==> src/hw/rtl/key_value_table_macros.svh <==
// Assertion macros shared by the key/value table RTL.
`ifndef KEY_VALUE_TABLE_MACROS_SVH
`define KEY_VALUE_TABLE_MACROS_SVH

// Same-cycle implication, disabled while reset is asserted.
`define KVT_ASSERT_IMPLY(label, clk, rst_n, cond, expr) \
    label: assert property (@(posedge clk) disable iff (!rst_n) (cond) |-> (expr)) \
        else $error("key_value_table assertion failed");

// Next-cycle implication, disabled while reset is asserted.
`define KVT_ASSERT_NEXT(label, clk, rst_n, cond, expr) \
    label: assert property (@(posedge clk) disable iff (!rst_n) (cond) |=> (expr)) \
        else $error("key_value_table assertion failed");

`endif

==> src/hw/rtl/kvt_pkg.sv <==
// Types and constants for the key/value table.
package kvt_pkg;

    localparam int TABLE_ENTRIES = 16;
    localparam int KEY_BITS      = 32;
    localparam int VALUE_BITS    = 32;

    // Field widths on the ports
    localparam int FUNC_W   = 2;
    localparam int KEY_W    = 32;
    localparam int VALUE_W  = 32;
    localparam int STATUS_W = 2;
    localparam int HELD_W   = 5;
    localparam int S_DATA_W = 64;
    localparam int M_DATA_W = 40;

    localparam int IDX_W = (TABLE_ENTRIES > 1) ? $clog2(TABLE_ENTRIES) : 1;
    localparam int CNT_W = $clog2(TABLE_ENTRIES + 1);

    typedef enum logic [FUNC_W-1:0] {
        FUNC_INSERT = 2'd0,
        FUNC_LOOKUP = 2'd1,
        FUNC_REMOVE = 2'd2,
        FUNC_CHANGE = 2'd3
    } func_t;

    typedef enum logic [STATUS_W-1:0] {
        ST_DONE      = 2'd0,
        ST_DUPLICATE = 2'd1,
        ST_NOT_FOUND = 2'd2,
        ST_FULL      = 2'd3
    } status_t;

    typedef enum logic [1:0] {
        S_IDLE,
        S_SCAN,
        S_UPDATE
    } state_t;

    typedef struct packed {
        logic                  done;
        logic                  hit;
        logic [IDX_W-1:0]      hit_idx;
        logic [VALUE_BITS-1:0] hit_value;
        logic                  free_found;
        logic [IDX_W-1:0]      free_idx;
    } scan_result_t;

endpackage

==> src/hw/rtl/key_value_table.sv <==
// Associative key/value table with unique keys: insert, lookup, remove and change value.
// The scan ends at the slot that matches the key, or after the last slot when the key is
// absent. The key is compared against one table entry per cycle through the single read
// port of the key and value RAMs, then the S_UPDATE state applies the update. One request
// is in flight at a time, and s_tready rises in the same cycle as the result appears in
// the output register. The result sits in an output register, so the next request is
// taken as soon as the update is done, even if the result has not yet been taken; that
// request's update then waits for the output register. Valid marks and the entry count
// clear at reset; key and value storage needs no clearing.
`include "key_value_table_macros.svh"

module key_value_table
    import kvt_pkg::*;
(
    input  logic                clk,
    input  logic                rst_n,
    input  logic                s_tvalid,
    output logic                s_tready,
    input  logic [S_DATA_W-1:0] s_tdata,   // key[31:0], value_in[63:32]
    input  logic [FUNC_W-1:0]   s_tuser,   // func[1:0]
    output logic                m_tvalid,
    input  logic                m_tready,
    output logic [M_DATA_W-1:0] m_tdata    // found[0], value_out[32:1], status[34:33],
                                           // entries_held[39:35]
);

    state_t                   state_reg, state_next;
    func_t                    func_reg;
    logic [KEY_BITS-1:0]      key_reg;
    logic [VALUE_BITS-1:0]    value_reg;
    logic [TABLE_ENTRIES-1:0] valid_reg, valid_next;
    logic [CNT_W-1:0]         count_reg, count_next;

    logic                     m_tvalid_reg, m_tvalid_next;
    logic                     found_reg, found_next;
    logic [VALUE_W-1:0]       value_out_reg, value_out_next;
    status_t                  status_reg, status_next;
    logic [HELD_W-1:0]        held_reg, held_next;

    logic                     in_fire;
    logic                     scan_start;
    logic                     advance;
    logic                     table_full;
    scan_result_t             scan_res;
    logic [IDX_W-1:0]         rd_addr;
    logic [KEY_BITS-1:0]      key_rdata;
    logic [VALUE_BITS-1:0]    value_rdata;
    logic                     key_we;
    logic                     value_we;
    logic [IDX_W-1:0]         wr_addr;

    assign s_tready = (state_reg == S_IDLE);
    assign in_fire  = s_tvalid && s_tready;
    // update may only proceed once the output register is free
    assign advance    = (state_reg == S_UPDATE) && (!m_tvalid_reg || m_tready);
    assign table_full = (count_reg >= CNT_W'(TABLE_ENTRIES));

    kvt_scan u_scan (
        .clk         (clk),
        .rst_n       (rst_n),
        .start       (scan_start),
        .key         (key_reg),
        .valid       (valid_reg),
        .rd_addr     (rd_addr),
        .key_rdata   (key_rdata),
        .value_rdata (value_rdata),
        .result      (scan_res)
    );

    kvt_ram #(
        .WIDTH (KEY_BITS),
        .DEPTH (TABLE_ENTRIES)
    ) u_key_ram (
        .clk   (clk),
        .we    (key_we),
        .waddr (wr_addr),
        .wdata (key_reg),
        .raddr (rd_addr),
        .rdata (key_rdata)
    );

    kvt_ram #(
        .WIDTH (VALUE_BITS),
        .DEPTH (TABLE_ENTRIES)
    ) u_value_ram (
        .clk   (clk),
        .we    (value_we),
        .waddr (wr_addr),
        .wdata (value_reg),
        .raddr (rd_addr),
        .rdata (value_rdata)
    );

    always_comb
    begin
        state_next     = state_reg;
        scan_start     = 1'b0;
        valid_next     = valid_reg;
        count_next     = count_reg;
        key_we         = 1'b0;
        value_we       = 1'b0;
        wr_addr        = scan_res.hit_idx;
        m_tvalid_next  = m_tvalid_reg && !m_tready;
        found_next     = found_reg;
        value_out_next = value_out_reg;
        status_next    = status_reg;
        held_next      = held_reg;

        case (state_reg)
            S_IDLE:
            begin
                if (in_fire)
                begin
                    scan_start = 1'b1;
                    state_next = S_SCAN;
                end
            end
            S_SCAN:
            begin
                if (scan_res.done)
                begin
                    state_next = S_UPDATE;
                end
            end
            S_UPDATE:
            begin
                if (advance)
                begin
                    found_next     = scan_res.hit;
                    value_out_next = '0;
                    status_next    = ST_DONE;
                    case (func_reg)
                        FUNC_INSERT:
                        begin
                            if (scan_res.hit)
                            begin
                                status_next = ST_DUPLICATE;
                            end
                            else if (table_full)
                            begin
                                status_next = ST_FULL;
                            end
                            else
                            begin
                                wr_addr                      = scan_res.free_idx;
                                key_we                       = 1'b1;
                                value_we                     = 1'b1;
                                valid_next[scan_res.free_idx] = 1'b1;
                                count_next                   = count_reg + CNT_W'(1);
                            end
                        end
                        FUNC_LOOKUP:
                        begin
                            if (scan_res.hit)
                            begin
                                value_out_next = VALUE_W'(scan_res.hit_value);
                            end
                            else
                            begin
                                status_next = ST_NOT_FOUND;
                            end
                        end
                        FUNC_REMOVE:
                        begin
                            if (scan_res.hit)
                            begin
                                valid_next[scan_res.hit_idx] = 1'b0;
                                count_next                   = count_reg - CNT_W'(1);
                            end
                            else
                            begin
                                status_next = ST_NOT_FOUND;
                            end
                        end
                        FUNC_CHANGE:
                        begin
                            if (scan_res.hit)
                            begin
                                value_we = 1'b1;
                            end
                            else
                            begin
                                status_next = ST_NOT_FOUND;
                            end
                        end
                        default:
                        begin
                            status_next = ST_NOT_FOUND;
                        end
                    endcase
                    held_next     = HELD_W'(count_next);
                    m_tvalid_next = 1'b1;
                    state_next    = S_IDLE;
                end
            end
            default:
            begin
                state_next = S_IDLE;
            end
        endcase
    end

    always_ff @(posedge clk or negedge rst_n)
    begin
        if (!rst_n)
        begin
            state_reg    <= S_IDLE;
            valid_reg    <= '0;
            count_reg    <= '0;
            m_tvalid_reg <= 1'b0;
        end
        else
        begin
            state_reg    <= state_next;
            valid_reg    <= valid_next;
            count_reg    <= count_next;
            m_tvalid_reg <= m_tvalid_next;
        end
    end

    always_ff @(posedge clk)
    begin
        if (in_fire)
        begin
            func_reg  <= func_t'(s_tuser);
            key_reg   <= s_tdata[KEY_BITS-1:0];
            value_reg <= s_tdata[KEY_W +: VALUE_BITS];
        end
        found_reg     <= found_next;
        value_out_reg <= value_out_next;
        status_reg    <= status_next;
        held_reg      <= held_next;
    end

    assign m_tvalid = m_tvalid_reg;
    assign m_tdata  = {held_reg, status_reg, value_out_reg, found_reg};

    // entry count always matches the valid marks
    `KVT_ASSERT_IMPLY(a_count_matches_valid, clk, rst_n, 1'b1,
        $countones(valid_reg) == 32'(count_reg))
    // a hit waiting to be applied always points at a live entry
    `KVT_ASSERT_IMPLY(a_hit_is_valid, clk, rst_n, (state_reg == S_UPDATE) && scan_res.hit,
        valid_reg[scan_res.hit_idx])
    // a successful insert raises the count by one
    `KVT_ASSERT_NEXT(a_insert_counts, clk, rst_n,
        advance && (func_reg == FUNC_INSERT) && !scan_res.hit && !table_full,
        count_reg == $past(count_reg) + CNT_W'(1))

endmodule

==> src/hw/rtl/kvt_ram.sv <==
// Generic single-write, single-read RAM with registered read data.
module kvt_ram #(
    parameter int WIDTH = 32,
    parameter int DEPTH = 16
) (
    input  logic                                    clk,
    input  logic                                    we,
    input  logic [((DEPTH > 1) ? $clog2(DEPTH) : 1)-1:0] waddr,
    input  logic [WIDTH-1:0]                        wdata,
    input  logic [((DEPTH > 1) ? $clog2(DEPTH) : 1)-1:0] raddr,
    output logic [WIDTH-1:0]                        rdata
);

    logic [WIDTH-1:0] mem [DEPTH];

    always_ff @(posedge clk)
    begin
        if (we)
        begin
            mem[waddr] <= wdata;
        end
        rdata <= mem[raddr];
    end

endmodule

==> src/hw/rtl/kvt_scan.sv <==
// Key scan unit: walks the table one entry per cycle through the RAM read port.
module kvt_scan
    import kvt_pkg::*;
(
    input  logic                     clk,
    input  logic                     rst_n,
    input  logic                     start,
    input  logic [KEY_BITS-1:0]      key,
    input  logic [TABLE_ENTRIES-1:0] valid,
    output logic [IDX_W-1:0]         rd_addr,
    input  logic [KEY_BITS-1:0]      key_rdata,
    input  logic [VALUE_BITS-1:0]    value_rdata,
    output scan_result_t             result
);

    localparam logic [IDX_W-1:0] LAST_IDX = IDX_W'(TABLE_ENTRIES - 1);

    logic                  active_reg, active_next;
    logic [IDX_W-1:0]      issue_idx_reg, issue_idx_next;
    logic                  cmp_vld_reg, cmp_vld_next;
    logic [IDX_W-1:0]      cmp_idx_reg, cmp_idx_next;
    logic                  done_reg, done_next;
    logic                  hit_reg, hit_next;
    logic [IDX_W-1:0]      hit_idx_reg, hit_idx_next;
    logic [VALUE_BITS-1:0] hit_value_reg, hit_value_next;
    logic                  free_found_reg, free_found_next;
    logic [IDX_W-1:0]      free_idx_reg, free_idx_next;
    logic                  match;

    assign rd_addr = issue_idx_reg;
    assign match   = cmp_vld_reg && valid[cmp_idx_reg] && (key_rdata == key);

    always_comb
    begin
        active_next     = active_reg;
        issue_idx_next  = issue_idx_reg;
        cmp_vld_next    = cmp_vld_reg;
        cmp_idx_next    = cmp_idx_reg;
        done_next       = done_reg;
        hit_next        = hit_reg;
        hit_idx_next    = hit_idx_reg;
        hit_value_next  = hit_value_reg;
        free_found_next = free_found_reg;
        free_idx_next   = free_idx_reg;

        if (start)
        begin
            active_next     = 1'b1;
            issue_idx_next  = '0;
            cmp_vld_next    = 1'b0;
            done_next       = 1'b0;
            hit_next        = 1'b0;
            free_found_next = 1'b0;
        end
        else
        begin
            // read data arrives in the cycle after its address is issued
            cmp_vld_next = active_reg;
            if (active_reg)
            begin
                cmp_idx_next = issue_idx_reg;
                if (issue_idx_reg == LAST_IDX)
                begin
                    active_next = 1'b0;
                end
                else
                begin
                    issue_idx_next = issue_idx_reg + IDX_W'(1);
                end
            end

            if (cmp_vld_reg)
            begin
                // lowest free slot, for inserts
                if (!valid[cmp_idx_reg] && !free_found_reg)
                begin
                    free_found_next = 1'b1;
                    free_idx_next   = cmp_idx_reg;
                end
                if (match)
                begin
                    hit_next       = 1'b1;
                    hit_idx_next   = cmp_idx_reg;
                    hit_value_next = value_rdata;
                    done_next      = 1'b1;
                    active_next    = 1'b0;
                    cmp_vld_next   = 1'b0;
                end
                else if (cmp_idx_reg == LAST_IDX)
                begin
                    done_next = 1'b1;
                end
            end
        end
    end

    always_ff @(posedge clk or negedge rst_n)
    begin
        if (!rst_n)
        begin
            active_reg     <= 1'b0;
            cmp_vld_reg    <= 1'b0;
            done_reg       <= 1'b0;
            hit_reg        <= 1'b0;
            free_found_reg <= 1'b0;
        end
        else
        begin
            active_reg     <= active_next;
            cmp_vld_reg    <= cmp_vld_next;
            done_reg       <= done_next;
            hit_reg        <= hit_next;
            free_found_reg <= free_found_next;
        end
    end

    always_ff @(posedge clk)
    begin
        issue_idx_reg <= issue_idx_next;
        cmp_idx_reg   <= cmp_idx_next;
        hit_idx_reg   <= hit_idx_next;
        hit_value_reg <= hit_value_next;
        free_idx_reg  <= free_idx_next;
    end

    assign result.done       = done_reg;
    assign result.hit        = hit_reg;
    assign result.hit_idx    = hit_idx_reg;
    assign result.hit_value  = hit_value_reg;
    assign result.free_found = free_found_reg;
    assign result.free_idx   = free_idx_reg;

endmodule
==> config.mk <==
export PLATFORM = sky130hd
export DESIGN_NAME = key_value_table
export DESIGN_NICKNAME = d
export VERILOG_FILES = /design/src/hw/rtl/kvt_pkg.sv /design/src/hw/rtl/key_value_table.sv /design/src/hw/rtl/kvt_ram.sv /design/src/hw/rtl/kvt_scan.sv
export VERILOG_INCLUDE_DIRS = /design/src /design/src/hw/rtl
export SDC_FILE = /design/constraint.sdc
export NUM_CORES = 1
export LEC_CHECK = 0
export CORE_MARGIN = 1
export CORE_UTILIZATION = 45
export DETAILED_ROUTE_END_ITERATION = 8
export DONT_BUFFER_PORTS = 1
export GPL_TIMING_DRIVEN = 0
export SYNTH_ARGS = -nofsm -noshare
export SYNTH_HDL_FRONTEND = slang
export SYNTH_SLANG_ARGS = --single-unit
==> constraint.sdc <==
create_clock -name clk -period 4 [get_ports clk]
set_input_delay 0.8 -clock clk [delete_from_list [all_inputs] [get_ports clk]]
set_output_delay 0.8 -clock clk [all_outputs]
set_load 0.01 [all_outputs]
==> impl_metrics.yaml <==
layout:
  postLayoutCellArea_mm2: 0.0544
  drive_gt1_share_pct: 28.5
  regArea_mm2: 0.0373
  syn_to_final_growth_pct: 15.4
  top_regs: "u_key_ram.mem x512, u_value_ram.mem x512"
  final_cells: 3687
  multi_input_area_mm2: 0.00945
  fin_nets: 2279
  fillers: 7882
synth:
  syn_area_mm2: 0.0471
  synth_area_leaders: "edfxtp_1 (75%), mux4_2 (15%), dfxtp_1 (2.9%), dfrtp_1 (1.5%), buf_6 (0.60%)"
  synth_cells: 2002
  yosysWarnings: 0
  yosys_most_used_dff: "edfxtp_1"
  syn-num-nets: 2080
  yosysMostFrequentCell: "edfxtp_1"
  yosysTopAreaCell: "edfxtp_1"
  synth_edf_count: 1174
  synth.avg_cell_area_um2: 23.5
  synth_cell_types: 52
  ys_ff_latch: 1271
  async_reset_ff_share_pct: 2.28
  synth_top_area_share_pct: 74.8
  synth_commonest_cells: "edfxtp_1 (1174), mux4_2 (324), dfxtp_1 (68), nor2_1 (59), clkbuf_1 (46)"
  seq_area_frac_synth_pct: 79.2
floorplan:
  die_w_um: 326
  fp.coreArea_mm2: 0.104
  rows: 118
  die_area_mm2: 0.106
  io_pins: 112
  start_util_pct: 45.5
  die_h_um: 326
setup_path:
  critical_path.max_stage_delay_ns: 0.69
  startpoint: "func_reg[0]$_DFFE_PP_"
  rr_endpoint: "u_value_ram.mem[2][8]$_DFFE_PP_"
  reg2reg_depth: 8
  crit_path_cell_trace: "inv_1, ha_1, nor3b_2, nand4_1, o31ai_1, nand2_1, nor2_4, buf_12"
  crit_path_max_fanout: 19
  start_kind: "flip-flop"
  crit_type: "reg -> reg"
  r2r-start: "func_reg[0]$_DFFE_PP_"
  endpoint_kind: "flip-flop"
  critical-path-slowest-cell: "nor2_4"
  critPathArrivalTime_ns: 4.25
  crit_path_end: "u_value_ram.mem[2][8]$_DFFE_PP_"
  required_ns: 4.41
  r2r_slack_ns: 0.16
global_route:
  grt_use_total_pct: 20.6
  grt_pass1_wl_um: 155000
  grt_max_degree: 52
  grt.overflow.total: 0
  grt_pass1_vias: 22200
  grt_antenna_before_repair: 12
detailed_routing:
  met2_length_um: 53200
  drtIter0Drc: 2368
  ant_nets: 0
  top_layer: "met5"
  drt-total-wl_um: 108000
  vias: 21400
  route.met3.wl_um: 8140
  dr.pass1.iters: 6
  wire_per_inst_um: 29.4
  wl_met1_um: 45000
  drc: 0
  vias_per_cell: 5.80
sta:
  rsz0062_at_grt: "no"
  clock.fmax_mhz: 260
  finalCritPeriodShare_pct: 96.0
  skew_ns: 0.0254
  holdWs_ns: 0.157
  finalSetupViolCount: 0
  hold_viol: 0
  tightestPinTransition_ns: 1.31
  drv_slew: 0
  period_needed_ns: 3.84
  slew_headroom_pct: 10.6
cts:
  clock_latency_ns: 0.73
  cts_resized: 0
  cts_tree: "yes"
  clk_pin_slew_ns: 0.06
  root_buffer: "clkbuf_16"
  cts_buffers: 130
  clock_path_buffers: 3
  cts-htree-levels: 4
  cts_sinks: 1271
placement:
  portBuffers: 0
  place_area_mm2: 0.0499
  dpl.hpwl_um: 66800
  gp_congestion: 0.832
  place_inst: 3417
run:
  max-cap-violations: 0
power_and_ir_drop:
  powerDensity_mw_per_mm2: 646
  ir_drop_mv: 0.458
  power.leakage_uw: 0.0171
  total_power_uw: 35100
worst_hold_path:
  hold_path.class: "in -> reg"
status:
  outcome: "complete, no violations"
report_power, final:
part	switching (uW)	total (uW)	internal [uW]	leakage, uW
combinational	3650	7330	3680	0.00354
clock	4910	11700	6780	0.00202
sequential	624	16100	15500	0.0115
total	9180	35100	25900	0.0171
critical path: cells and delay by family, from the launching register on:
kind	cells	cell delay, ns
flip-flops	1	0.41
AND/OR/NAND/NOR	4	2.10
buffers and inverters	2	0.41
adder cells (fa/ha/maj)	1	0.30
AO/OA/AOI/OAI	1	0.26
logic make-up after synthesis:
family          count (synthesis)  share of synthesized area [%]
compound gates                 60                          0.767
fa+ha+maj                       8                          0.212
mux                           334                           15.7
simple gates                  189                           2.10
flops                        1271                           79.2
buf+inv                       102                           1.25
xor+xnor                       38                          0.706
area by class of cell:
| class | count | share of cell area (%) |
|---|---|---|
| Tap cell | 1380 | 3.17 |
| Clock buffer | 190 | 6.83 |
| Multi-Input combinational cell | 629 | 17.4 |
| Timing Repair Buffer | 67 | 2.09 |
| Buffer | 91 | 1.01 |
| Clock inverter | 45 | 0.780 |
| Antenna cell | 3 | 0.0138 |
| Sequential cell | 1271 | 68.7 |
| Inverter | 11 | 0.0851 |
layer usage:
metal  vias up  GRT usage (%)
li1       8864              -
met2       788           33.3
met4        14           5.36
met1     11500           28.5
met5         -              0
met3       178           4.80
layout by cell type (no fill, tap or decap), drive strengths merged, types with 10 or more instances in the layout:
master,n
o21ai,26
nand4,17
inv,15
nand3,10
xor2,10
dfxtp,68
clkbuf,237
xnor2,28
buf,110
a21oi,13
clkinv,36
mux4,324
nor2,60
nand2,23
edfxtp,1174
and3,34
dfrtp,29
worst min path at each step:
stage / from / to / slack (ns) / cells past startpoint
after detailed placement: u_value_ram.rdata[1]$_DFF_P_ / u_scan.hit_value_reg[1]$_DFFE_PP_ / 0.39 / 0
after CTS: s_tdata[53] / value_reg[21]$_DFFE_PP_ / 0.10 / 0
after floorplan: u_value_ram.rdata[0]$_DFF_P_ / u_scan.hit_value_reg[0]$_DFFE_PP_ / 0.39 / 0
after global routing: s_tdata[53] / value_reg[21]$_DFFE_PP_ / 0.12 / 0
final: s_tdata[53] / value_reg[21]$_DFFE_PP_ / 0.16 / 0
after global placement: u_value_ram.rdata[3]$_DFF_P_ / u_scan.hit_value_reg[3]$_DFFE_PP_ / 0.39 / 0
what timing repair did:
action                                  4_1_cts  5_1_grt
hold buffers                                  2        0
endpoints found under the hold margin        29        0
buffers inserted                              0       30
endpoints found under the setup margin        0      236
stage by stage:
step	setup slack (ns)	utilization (%)	setup TNS [ns]
after floorplan	0.230	-	0
after global placement	-2.22	47.1	-2019.09
after detailed placement	0.0508	48.1	0
after CTS	0.0212	52.1	0
after global routing	0.00103	52.5	0
final	0.160	52.5	0
Power figures use the tool's default switching activity.
